## src/hdl/thw_pkg.sv

```systemverilog
package thw_pkg;

    localparam int NUM_TASKS = 4;
    localparam int TASK_W    = (NUM_TASKS > 1) ? $clog2(NUM_TASKS) : 1;
    localparam int MASK_W    = 4;
    localparam int TIME_W    = 32;
    localparam int RETRY_W   = 8;
    localparam int OP_W      = 3;
    localparam int IDX_IN_W  = 2;
    localparam int CFG_IDX_W = 1;
    localparam int CFG_W     = 32;

    localparam logic [TIME_W-1:0]  RESET_TIMEOUT_TICKS = 32'd3000;
    localparam logic [RETRY_W-1:0] RESET_RETRY_LIMIT   = 8'd3;

    localparam logic [OP_W-1:0] OP_TICK     = 3'd0;
    localparam logic [OP_W-1:0] OP_KICK     = 3'd1;
    localparam logic [OP_W-1:0] OP_REGISTER = 3'd2;
    localparam logic [OP_W-1:0] OP_PROGRESS = 3'd3;
    localparam logic [OP_W-1:0] OP_CHECK    = 3'd4;

    localparam logic [CFG_IDX_W-1:0] CFG_TIMEOUT = 1'd0;
    localparam logic [CFG_IDX_W-1:0] CFG_RETRY   = 1'd1;

    typedef struct packed {
        logic [TIME_W-1:0]  last_kick;
        logic [TIME_W-1:0]  progress;
        logic [TIME_W-1:0]  snapshot;
        logic [RETRY_W-1:0] retries;
    } task_entry_t;

    // per-field write enables; fields not enabled keep their value, or are zeroed on the first write to an entry
    typedef struct packed {
        logic              en;
        logic [TASK_W-1:0] addr;
        logic              kick_en;
        logic              count_en;
        logic              snap_en;
        logic              retry_en;
        task_entry_t       data;
    } mem_wr_t;

endpackage

```

## src/hdl/task_health_watchdog.sv

```systemverilog
// Tick, kick and register act on acceptance and unused op codes are ignored; a progress bump
//   reads the entry, then writes count + 1 in ST_BUMP. A check sweeps one task entry per cycle
//   from the memory read port, then loads the output register from ST_DONE.
// A new transaction is taken only in ST_IDLE, once the previous one is done; a check stays
//   in ST_DONE while the previous result still sits unaccepted on the result channel.
// Sync reset clears time, valid bits, state and output valid; timeout 3000, retry limit 3.
module task_health_watchdog (
    input  logic                          aclk,
    input  logic                          aresetn,
    // configuration write port
    input  logic                          cfg_wr_en,
    input  logic [thw_pkg::CFG_IDX_W-1:0] cfg_index,
    input  logic [thw_pkg::CFG_W-1:0]     cfg_wr_data,
    // event input channel
    input  logic                          s_valid,
    output logic                          s_ready,
    input  logic [thw_pkg::OP_W-1:0]      s_op,
    input  logic [thw_pkg::IDX_IN_W-1:0]  s_task_index,
    // check result channel
    output logic                          m_valid,
    input  logic                          m_ready,
    output logic [thw_pkg::MASK_W-1:0]    m_timeout_mask,
    output logic [thw_pkg::MASK_W-1:0]    m_stuck_mask,
    output logic [thw_pkg::MASK_W-1:0]    m_exhausted_mask,
    output logic                          m_system_healthy,
    output logic                          m_feed_watchdog
);
    import thw_pkg::*;

    typedef enum logic [3:0] {
        ST_IDLE  = 4'b0001,
        ST_BUMP  = 4'b0010,   // entry read back, write count + 1
        ST_CHECK = 4'b0100,   // one task entry per cycle
        ST_DONE  = 4'b1000    // wait for a free output register
    } state_t;

    state_t state_reg, state_next;

    logic [TIME_W-1:0]  timeout_reg;
    logic [RETRY_W-1:0] retry_limit_reg;
    logic [TIME_W-1:0]  time_reg;

    logic [TASK_W-1:0]  addr_reg, addr_next;   // bump target or sweep position
    logic [MASK_W-1:0]  tmask_reg, tmask_next;
    logic [MASK_W-1:0]  smask_reg, smask_next;
    logic [MASK_W-1:0]  emask_reg, emask_next;
    logic               healthy_reg, healthy_next;
    logic               recovered_reg, recovered_next;

    logic               m_valid_reg;
    logic [MASK_W-1:0]  m_tmask_reg, m_smask_reg, m_emask_reg;
    logic               m_healthy_reg, m_feed_reg;

    logic               rd_en;
    logic [TASK_W-1:0]  rd_addr;
    task_entry_t        rd_data;
    mem_wr_t            wr;

    logic               accept;
    logic               idx_ok;
    logic [TASK_W-1:0]  in_addr;
    logic               out_free;
    logic               load_out;

    // per-task evaluation in the sweep
    logic [TIME_W-1:0]  elapsed;
    logic               timed_out;
    logic               stuck;
    logic               faulted;
    logic               can_retry;
    logic [MASK_W-1:0]  task_bit;
    logic               last_task;

    thw_task_mem u_mem (
        .aclk    (aclk),
        .aresetn (aresetn),
        .rd_en   (rd_en),
        .rd_addr (rd_addr),
        .rd_data (rd_data),
        .wr      (wr)
    );

    assign s_ready  = (state_reg == ST_IDLE);
    assign accept   = s_valid && s_ready;
    assign idx_ok   = (32'(s_task_index) < NUM_TASKS);
    assign in_addr  = TASK_W'(s_task_index);
    assign out_free = !m_valid_reg || m_ready;

    // config registers
    always_ff @(posedge aclk) begin
        if (!aresetn) begin
            timeout_reg     <= RESET_TIMEOUT_TICKS;
            retry_limit_reg <= RESET_RETRY_LIMIT;
        end else if (cfg_wr_en) begin
            unique case (cfg_index)
                CFG_TIMEOUT: timeout_reg     <= cfg_wr_data;
                CFG_RETRY:   retry_limit_reg <= cfg_wr_data[RETRY_W-1:0];
                default: ;
            endcase
        end
    end

    // tick counter, advanced only by tick transactions
    always_ff @(posedge aclk) begin
        if (!aresetn) begin
            time_reg <= '0;
        end else if (accept && s_op == OP_TICK) begin
            time_reg <= time_reg + 1'b1;
        end
    end

    // sweep evaluation of the entry now on the read port
    assign elapsed   = time_reg - rd_data.last_kick;
    assign timed_out = (elapsed > timeout_reg);
    assign stuck     = !timed_out && (rd_data.progress == rd_data.snapshot);
    assign faulted   = timed_out || stuck;
    assign can_retry = (rd_data.retries < retry_limit_reg);
    // tasks past the mask width still count toward the summary flags
    assign task_bit  = (32'(addr_reg) < MASK_W) ? (MASK_W'(1) << addr_reg) : '0;
    assign last_task = (addr_reg == TASK_W'(NUM_TASKS - 1));

    always_comb begin
        state_next     = state_reg;
        addr_next      = addr_reg;
        tmask_next     = tmask_reg;
        smask_next     = smask_reg;
        emask_next     = emask_reg;
        healthy_next   = healthy_reg;
        recovered_next = recovered_reg;
        rd_en          = 1'b0;
        rd_addr        = in_addr;
        wr             = '0;
        load_out       = 1'b0;

        unique case (state_reg)
            ST_IDLE: begin
                if (accept) begin
                    unique case (s_op) inside
                        OP_KICK, OP_REGISTER: begin
                            if (idx_ok) begin
                                wr.en             = 1'b1;
                                wr.addr           = in_addr;
                                wr.kick_en        = 1'b1;
                                wr.data.last_kick = time_reg;
                            end
                        end
                        OP_PROGRESS: begin
                            if (idx_ok) begin
                                rd_en      = 1'b1;
                                addr_next  = in_addr;
                                state_next = ST_BUMP;
                            end
                        end
                        OP_CHECK: begin
                            rd_en          = 1'b1;
                            rd_addr        = '0;
                            addr_next      = '0;
                            tmask_next     = '0;
                            smask_next     = '0;
                            emask_next     = '0;
                            healthy_next   = 1'b1;
                            recovered_next = 1'b1;
                            state_next     = ST_CHECK;
                        end
                        default: ;
                    endcase
                end
            end
            ST_BUMP: begin
                wr.en            = 1'b1;
                wr.addr          = addr_reg;
                wr.count_en      = 1'b1;
                wr.data.progress = rd_data.progress + 1'b1;
                state_next       = ST_IDLE;
            end
            ST_CHECK: begin
                wr.addr          = addr_reg;
                wr.data.snapshot = rd_data.progress;
                wr.data.retries  = rd_data.retries + 1'b1;
                if (timed_out) begin
                    tmask_next = tmask_reg | task_bit;
                end
                if (stuck) begin
                    smask_next = smask_reg | task_bit;
                end
                if (!faulted) begin
                    wr.en      = 1'b1;
                    wr.snap_en = 1'b1;
                end else begin
                    healthy_next = 1'b0;
                    if (can_retry) begin
                        wr.en       = 1'b1;
                        wr.retry_en = 1'b1;
                    end else begin
                        emask_next     = emask_reg | task_bit;
                        recovered_next = 1'b0;
                    end
                end
                if (last_task) begin
                    state_next = ST_DONE;
                end else begin
                    // next entry differs from the one written this cycle
                    rd_en     = 1'b1;
                    rd_addr   = addr_reg + 1'b1;
                    addr_next = addr_reg + 1'b1;
                end
            end
            ST_DONE: begin
                if (out_free) begin
                    load_out   = 1'b1;
                    state_next = ST_IDLE;
                end
            end
            default: state_next = ST_IDLE;
        endcase
    end

    always_ff @(posedge aclk) begin
        if (!aresetn) begin
            state_reg <= ST_IDLE;
        end else begin
            state_reg <= state_next;
        end
    end

    always_ff @(posedge aclk) begin
        addr_reg      <= addr_next;
        tmask_reg     <= tmask_next;
        smask_reg     <= smask_next;
        emask_reg     <= emask_next;
        healthy_reg   <= healthy_next;
        recovered_reg <= recovered_next;
    end

    // result register: holds a finished check while new events are taken
    always_ff @(posedge aclk) begin
        if (!aresetn) begin
            m_valid_reg <= 1'b0;
        end else if (load_out) begin
            m_valid_reg <= 1'b1;
        end else if (m_ready) begin
            m_valid_reg <= 1'b0;
        end
    end

    always_ff @(posedge aclk) begin
        if (load_out) begin
            m_tmask_reg   <= tmask_reg;
            m_smask_reg   <= smask_reg;
            m_emask_reg   <= emask_reg;
            m_healthy_reg <= healthy_reg;
            m_feed_reg    <= healthy_reg || recovered_reg;
        end
    end

    assign m_valid          = m_valid_reg;
    assign m_timeout_mask   = m_tmask_reg;
    assign m_stuck_mask     = m_smask_reg;
    assign m_exhausted_mask = m_emask_reg;
    assign m_system_healthy = m_healthy_reg;
    assign m_feed_watchdog  = m_feed_reg;

    // a task is never both timed out and stuck in one check
    a_mask_disjoint: assert property (@(posedge aclk) disable iff (!aresetn)
        m_valid |-> ((m_timeout_mask & m_stuck_mask) == '0))
        else $error("timeout and stuck masks overlap");

    // exhausted only applies to faulted tasks
    a_exhaust_subset: assert property (@(posedge aclk) disable iff (!aresetn)
        m_valid |-> ((m_exhausted_mask & ~(m_timeout_mask | m_stuck_mask)) == '0))
        else $error("exhausted task without a fault");

    // healthy check reports no faults and always feeds
    a_healthy_clean: assert property (@(posedge aclk) disable iff (!aresetn)
        (m_valid && m_system_healthy) |->
            (m_feed_watchdog && (m_timeout_mask | m_stuck_mask) == '0))
        else $error("healthy result carries faults or withholds feed");

    // sweep ends with the result loaded or held for a free output register
    a_sweep_done: assert property (@(posedge aclk) disable iff (!aresetn)
        (state_reg == ST_CHECK && last_task) |=> (state_reg == ST_DONE && !s_ready))
        else $error("check sweep did not terminate");

endmodule

```

## src/hdl/thw_task_mem.sv

```systemverilog
module thw_task_mem (
    input  logic                      aclk,
    input  logic                      aresetn,
    input  logic                      rd_en,
    input  logic [thw_pkg::TASK_W-1:0] rd_addr,
    output thw_pkg::task_entry_t      rd_data,
    input  thw_pkg::mem_wr_t          wr
);
    import thw_pkg::*;

    task_entry_t mem [NUM_TASKS];
    logic [NUM_TASKS-1:0] valid_reg;
    task_entry_t rd_data_reg;

    // entries never written read as zero
    always_ff @(posedge aclk) begin
        if (!aresetn) begin
            valid_reg <= '0;
        end else if (wr.en) begin
            valid_reg[wr.addr] <= 1'b1;
        end
    end

    always_ff @(posedge aclk) begin
        if (wr.en) begin
            if (wr.kick_en) begin
                mem[wr.addr].last_kick <= wr.data.last_kick;
            end else if (!valid_reg[wr.addr]) begin
                mem[wr.addr].last_kick <= '0;
            end
            if (wr.count_en) begin
                mem[wr.addr].progress <= wr.data.progress;
            end else if (!valid_reg[wr.addr]) begin
                mem[wr.addr].progress <= '0;
            end
            if (wr.snap_en) begin
                mem[wr.addr].snapshot <= wr.data.snapshot;
            end else if (!valid_reg[wr.addr]) begin
                mem[wr.addr].snapshot <= '0;
            end
            if (wr.retry_en) begin
                mem[wr.addr].retries <= wr.data.retries;
            end else if (!valid_reg[wr.addr]) begin
                mem[wr.addr].retries <= '0;
            end
        end
    end

    always_ff @(posedge aclk) begin
        if (rd_en) begin
            rd_data_reg <= valid_reg[rd_addr] ? mem[rd_addr] : '0;
        end
    end

    assign rd_data = rd_data_reg;

endmodule
```

## config.mk

```make
export PLATFORM = sky130hd
export DESIGN_NAME = task_health_watchdog
export DESIGN_NICKNAME = d
export VERILOG_FILES = /design/src/hdl/thw_pkg.sv /design/src/hdl/task_health_watchdog.sv /design/src/hdl/thw_task_mem.sv
export SDC_FILE = /design/constraint.sdc
export NUM_CORES = 1
export LEC_CHECK = 0
export ABC_AREA = 1
export BUFFER_PORTS_ARGS = -buffer_cell sky130_fd_sc_hd__buf_2
export CAP_MARGIN = 20
export CORE_MARGIN = 2
export CORE_UTILIZATION = 56
export DETAILED_ROUTE_END_ITERATION = 6
export PLACE_DENSITY_LB_ADDON = 0.12
export SYNTH_ARGS = -nofsm -noshare
export SYNTH_HDL_FRONTEND = slang
export SYNTH_SLANG_ARGS = --single-unit
```

## constraint.sdc

```tcl
create_clock -name aclk -period 16.85 [get_ports aclk]
set_input_delay 0.8425 -clock aclk [delete_from_list [all_inputs] [get_ports aclk]]
set_output_delay 0.8425 -clock aclk [all_outputs]
set_load 0.005 [all_outputs]
```

# Word level (Yosys, flattened, before mapping)

Memory sizes are Yosys's and may differ from the RTL's. A register that Yosys moved wholly into a read port is not among the register bits.
Index checks and enable logic that the tools add are counted.

Register bits: 111
RAM bits: 416
Output and inout bits: 16
Logic and storage cells: 168
Memories kept: 1

Memories:

| name      | words | bits a word | read ports | clocked after memory_dff | wr ports | line               | text |
|---|---|---|---|---|---|---|---|
| u_mem.mem | 4     | 104         | 1          | 1                        | 1        | thw_task_mem.sv:11 | `task_entry_t mem [NUM_TASKS];` |

Add/subtract/negate cells: 5
Magnitude comparators: 5
Equal/unequal tests: 20
Shifts and indexed selects: 1
Muxes and demuxes: 87
Bitwise gates (word level): 9
Reduce and logical (&&, ||, !) cells: 23

Operators by type and width:

| operator                                           | number |
|---|---|
| two-way mux 32 bit                                 | 7 |
| adder 32 x 1 -> 32 bit, second input constant      | 2 |
| two-way mux 1 bit                                  | 46 |
| two-way mux 4 bit                                  | 11 |
| two-way mux 40 bit                                 | 1 |
| == test 32 bit                                     | 1 |
| > comparator 32 bit                                | 1 |
| case mux 4 bit (2 select lines)                    | 4 |
| subtractor 32 bit                                  | 1 |
| AND reduction 4 bit                                | 5 |
| OR 4 bit                                           | 4 |
| inequality test 2 bit, second input constant       | 7 |
| two-way mux 2 bit                                  | 6 |
| case mux 2 bit (2 select lines)                    | 3 |
| case mux 4 bit (3 select lines)                    | 1 |
| case mux 3 bit (3 select lines)                    | 1 |
| adder 8 x 1 -> 8 bit, second input constant        | 1 |
| < comparator 8 bit                                 | 1 |
| two-way mux 8 bit                                  | 1 |
| == test 3 x 2 -> 1 bit, second input constant      | 2 |
| < comparator 2 x 3 -> 1 bit, second input constant | 2 |
| case mux 1 bit (2 select lines)                    | 3 |
| AND reduction 5 bit                                | 1 |
| binary-select mux 1 bit (select 2 bit)             | 2 |
| other kinds (22)                                   | 36 |

# Longest topological paths before layout

Word-level depth: 14
Depth in mapped cells: 29

# Cells and area by module

Synthesis repeated with hierarchy kept, for this count alone.

Cell total of the unflattened synthesis: 3375
Area, all modules: 30812.1 um^2

Modules (own cells, without submodules):

| module               | instances | cells an instance | area each (um^2) |
|---|---|---|---|
| thw_task_mem         | 1         | 1922              | 21423.0 |
| task_health_watchdog | 1         | 1453              | 9389.0 |

# Worst setup path after synthesis

OpenSTA, ideal clock, no wires.

Kind: register to register
From: register time_reg[2]
To: memory u_mem.mem[0][40] (netlist name), enable pin
Setup time: 0.432 ns
Arrival: 4.992 ns
Required time: 16.418 ns
Path slack: 11.426 ns
Cell stages (with the launch flop): 23
Clock period less this slack: 5.424 ns
Cells stage by stage: dfxtp_1 > ha_1 > a21oi_1 > nand2_1 > a21boi_0 > o21ai_0 > a21oi_1 > o21bai_1 > nand2_1 > a21o_1 > nand2_1 > ha_1 > nand2_1 > nor2_1 > nand3b_1 > nor3b_1 > nand4_1 > nand2_1 > nand3_1 > nand3_1 > buf_4 > nand2_1 > a21oi_1

Longest elaborated chain between the ends: 10
Elaborated cells on any way between the ends: 12
Classes of those cells: 1 x add/sub; 1 x order compare; 6 x mux; 1 x bitwise; 3 x reduce/logical

RTL lines:

| what                                        | line                                   | text |
|---|---|---|
| start, declared                             | task_health_watchdog.sv:41             | `logic [TIME_W-1:0] time_reg;` |
| start signal, assigned                      | task_health_watchdog.sv:108            | `time_reg <= time_reg + 1'b1;` |
| subtractor 32 bit (*)                       | task_health_watchdog.sv:113            | `assign elapsed = time_reg - rd_data.last_kick;` |
| > comparator 32 bit (*)                     | task_health_watchdog.sv:114            | `assign timed_out = (elapsed > timeout_reg);` |
| logical NOT 1 bit                           | task_health_watchdog.sv:115            | `assign stuck = !timed_out && (rd_data.progress == rd_data.snapshot);` |
| logical AND 1 bit                           | task_health_watchdog.sv:115            |  |
| logical OR 1 bit (*)                        | task_health_watchdog.sv:116            | `assign faulted = timed_out \|\| stuck;` |
| two-way mux 1 bit (*)                       | task_health_watchdog.sv:186            | `if (!faulted) begin` |
| case mux 3 bit (3 select lines) (*)         | task_health_watchdog.sv:135            | `unique case (state_reg)` |
| two-way mux 1 bit                           | thw_task_mem.sv:25                     | `if (wr.en) begin` |
| two-way mux 1 bit, on equally long branches | thw_task_mem.sv:32, thw_task_mem.sv:34 |  |
| OR 1 bit (no source line) (*)               | n/a                                    |  |
| end, declared                               | thw_task_mem.sv:11                     |  |

Mark *: on every way between the ends. The rest lies on a longest branch, timed or not.

# Final worst setup path

From: register time_reg[13]
To: memory u_mem.mem[1][39] (netlist name), data pin

Longest elaborated chain between the ends: 11
Elaborated cells on any way between the ends: 13
Classes of those cells: 1 x add/sub; 1 x order compare; 8 x mux; 3 x reduce/logical

RTL lines:

| what                                        | line                        | text |
|---|---|---|
| subtractor 32 bit (*)                       | task_health_watchdog.sv:113 |  |
| > comparator 32 bit (*)                     | task_health_watchdog.sv:114 |  |
| logical NOT 1 bit                           | task_health_watchdog.sv:115 |  |
| logical AND 1 bit                           | task_health_watchdog.sv:115 |  |
| logical OR 1 bit (*)                        | task_health_watchdog.sv:116 |  |
| two-way mux 1 bit                           | task_health_watchdog.sv:186 |  |
| two-way mux 2 bit                           | task_health_watchdog.sv:135 |  |
| two-way mux 1 bit                           | thw_task_mem.sv:36          | `if (wr.snap_en) begin` |
| two-way mux 1 bit (*)                       | thw_task_mem.sv:25          |  |
| two-way mux 1 bit (implied by the code) (*) | thw_task_mem.sv:39          | `mem[wr.addr].snapshot <= '0;` |
| two-way mux 32 bit (no source line) (*)     | n/a                         |  |

Marked as above.

==> results.md <==
- Status: finished clean
- #FFs+latches synth: 631
- GR Overflow Total: 0
- Mapped Cells: 2,837
- Largest cells by area after synthesis: edfxtp_1, nor2_1, dfxtp_1, nand2_1, inv_1
- Synth top area share: 57.1%
- Slowest stage cell, crit path: nand3_2
- Cell area after synthesis: 28,900 sq um
- Critical Path RT: 17,190 ps
- Clock-pin slew on the worst setup and hold paths: 60 ps
- Cell mode on critical path: nand3_1
- Final ANT Viol Nets: 0
- Initial antenna violation count: 0
- Initial DRC Count: 1,799
- IO Count: 59
- Rows: 83
- Share of post-route cells with drive strength above 1: 8.59%
- Post-CTS Setup Bufs: 0
- Async set-or-reset flop fraction in the synthesized netlist: 0%
- Critical Path Sink Type: flip-flop
- Cells after DPL: 3,484
- Largest area contributor in the netlist: edfxtp_1
- Clock Skew: 25.4 ps
- Setup CP Type: reg -> reg
- Drc violations: 0
- Clock Sinks: 631
- # hold bufs at CTS: 0
- Fin Hold WS: 459 ps
- H-tree depth: 3
- DRT Wirelength: 69.9 mm
- Pleak: 0.0127 uW
- Peak supply drop: 0.0770 mV
- WP data arrival: 6160 ps
- Syn_nets: 2,958
- Global-route wire length before repair: 110 mm
- RSZ-0062 raised after global routing: no
- Buffers on Ports: 58
- Yosys warnings: 0
- Gpl congestion: 0.926
- Top_reg_cell synth: edfxtp_1
- Final #Nets: 3,001
- Area grow syn2layout: 11.1%
- Most frequent cell after synthesis: edfxtp_1
- Max Slew Vio Count: 0
- Vias in the first global route: 20.1k
- Root buf cell: clkbuf_16
- Setup TNS: 0 ps
- Area of the die: 53,500 sq um
- Chip Height: 231 microns
- Synth cell count leaders: edfxtp_1, nor2_1, nand2_1
- Filler cell count: 4,134
- Std-Cell Core Area: 51,200 sq um
- Tot Pwr: 3410 uW
- EDFF count, synth: 550
- Max reg flops: 416
- Critical-path cell list: ha_1 > a21oi_1 > inv_1 > a31oi_1 > o21ai_0 > a21oi_1 > o21ai_0 > xor2_1 > ha_1 > nand3_1 > nand3b_1 > nor3b_1 > nand4_1 > nand2_1 > nand3_1 > nand3_1 > nand3_2 > nand2_1 > inv_1
- CP Max Fanout: 32
- Worst Tran Pin Value: 1110 ps
- Hold crit path type: reg -> reg
- Max Cap Violations: 0
- Fmax: 0.172 GHz
- Global Route Usage Sum: 26.4%
- Yosys cell types: 54
- Post-DP HPWL: 44.8 mm
- Die X-Extent: 231 microns
- Post-route minimum period: 5810 ps
- DR WL/cell: 19.3 microns
- Relative slew slack: 25.7%
- First-pass iteration count of the detailed router: 5
- Final hold vios: 0
- Slowest Stage Delay on Critical Path: 860 ps
- Via Count: 20.4k
- Diode count: 0
- Initial cell density of the core: 56.5%
- PwrDens: 106 nW/um^2
- Largest net degree at the start of global routing: 118
- CTS tree: done
- CTS Buffer Depth: 3
- Setup Viol. Count Final: 0
- Period utilization: 34.5%
- DR vias/cell: 5.65
- Non-filler cells, final: 3,615
- Fin util: 62.8%
- Clock Latency Late Sink: 610 ps
- CTS Buf Count: 69
- Post-CTS sizing: 0
- Register area share after synthesis: 62.7%
- Mean post-synth cell area: 10.2 sq um
- Crit path launch type: flip-flop
cells in the final DEF (no fill, tap or decap), types with 8 or more instances in the layout:
cell and instances:
a21oi_1 128, inv_2 23, dfxtp_1 81, xnor2_1 19
clkinv_1 19, nor4_1 11, buf_4 22, or2_2 8
o21ai_1 34, clkbuf_1 11, clkbuf_16 73, inv_1 353
nand3_1 43, ha_1 77, edfxtp_1 550, nor2_4 11
nand2_1 378, clkinv_2 15, o22ai_1 105, a31oi_1 11
nand4_1 15, xor2_1 56, a21o_1 8, nor3_1 45
nor2_1 450, buf_2 58, o211ai_1 11, o21ai_0 245
routing by layer:
metal  global-route usage [%]  vias up  part of all wire [%]  wire length, microns
met5                        0        -                     0                     0
met1                     35.0     9927                    43                 30000
met2                     44.3      647                    49                 34000
li1                         -     9731                     -                     -
met4                     10.0        0                   2.9                  2020
met3                     3.69      125                   5.6                  3940
cells by family after synthesis:
kind of cell	Yosys count	synth area share [%]
buffers and inverters	492	6.78
adder cells (fa/ha/maj)	78	3.40
flip-flops	631	62.7
AO/OA/AOI/OAI	574	10.9
XOR/XNOR	75	2.27
AND/OR/NAND/NOR	987	13.9
critical path, delay by kind of cell (launching register included):
kind            cells  cell delay (ps)
flops               1              470
simple gates        9             2780
xor+xnor            1              170
compound gates      5             1260
fa+ha+maj           2              650
buf+inv             2              190
worst paths after layout:
kind / from / to / slack (ps) / depth (start not counted)
hold / removal: emask_reg[3] / m_exhausted_mask[3] / 460 / 0
setup reg to reg: time_reg[13] / u_mem.mem[1][39] / 11040 / 19
hold reg to reg: emask_reg[3] / m_exhausted_mask[3] / 460 / 0
setup / recovery: time_reg[13] / u_mem.mem[1][39] / 11040 / 19
metrics by stage:
step | setup slack [ps] | area, sq um
floorplan | 11430 | 28900
finish | 11040 | 32100
global placement | 10940 | 29900
global route | 10550 | 32100
CTS | 10880 | 32000
detailed placement | 10910 | 29900
where the power goes:
group / switching [uW] / internal (uW)
sequential: 14.1 / 1720
clock: 609 / 838
combinational: 165 / 68.1
layout make-up:
type	instances	area (sq um)	area share (%)
multi-input combinational	1714	8980	27.9
inverter	379	1430	4.45
tap	680	851	2.65
clock buffer	84	1870	5.81
clock inverter	42	308	0.958
timing repair buffer	85	563	1.75
sequential	631	18100	56.4
Note: power is estimated with default switching activity, not from simulation.
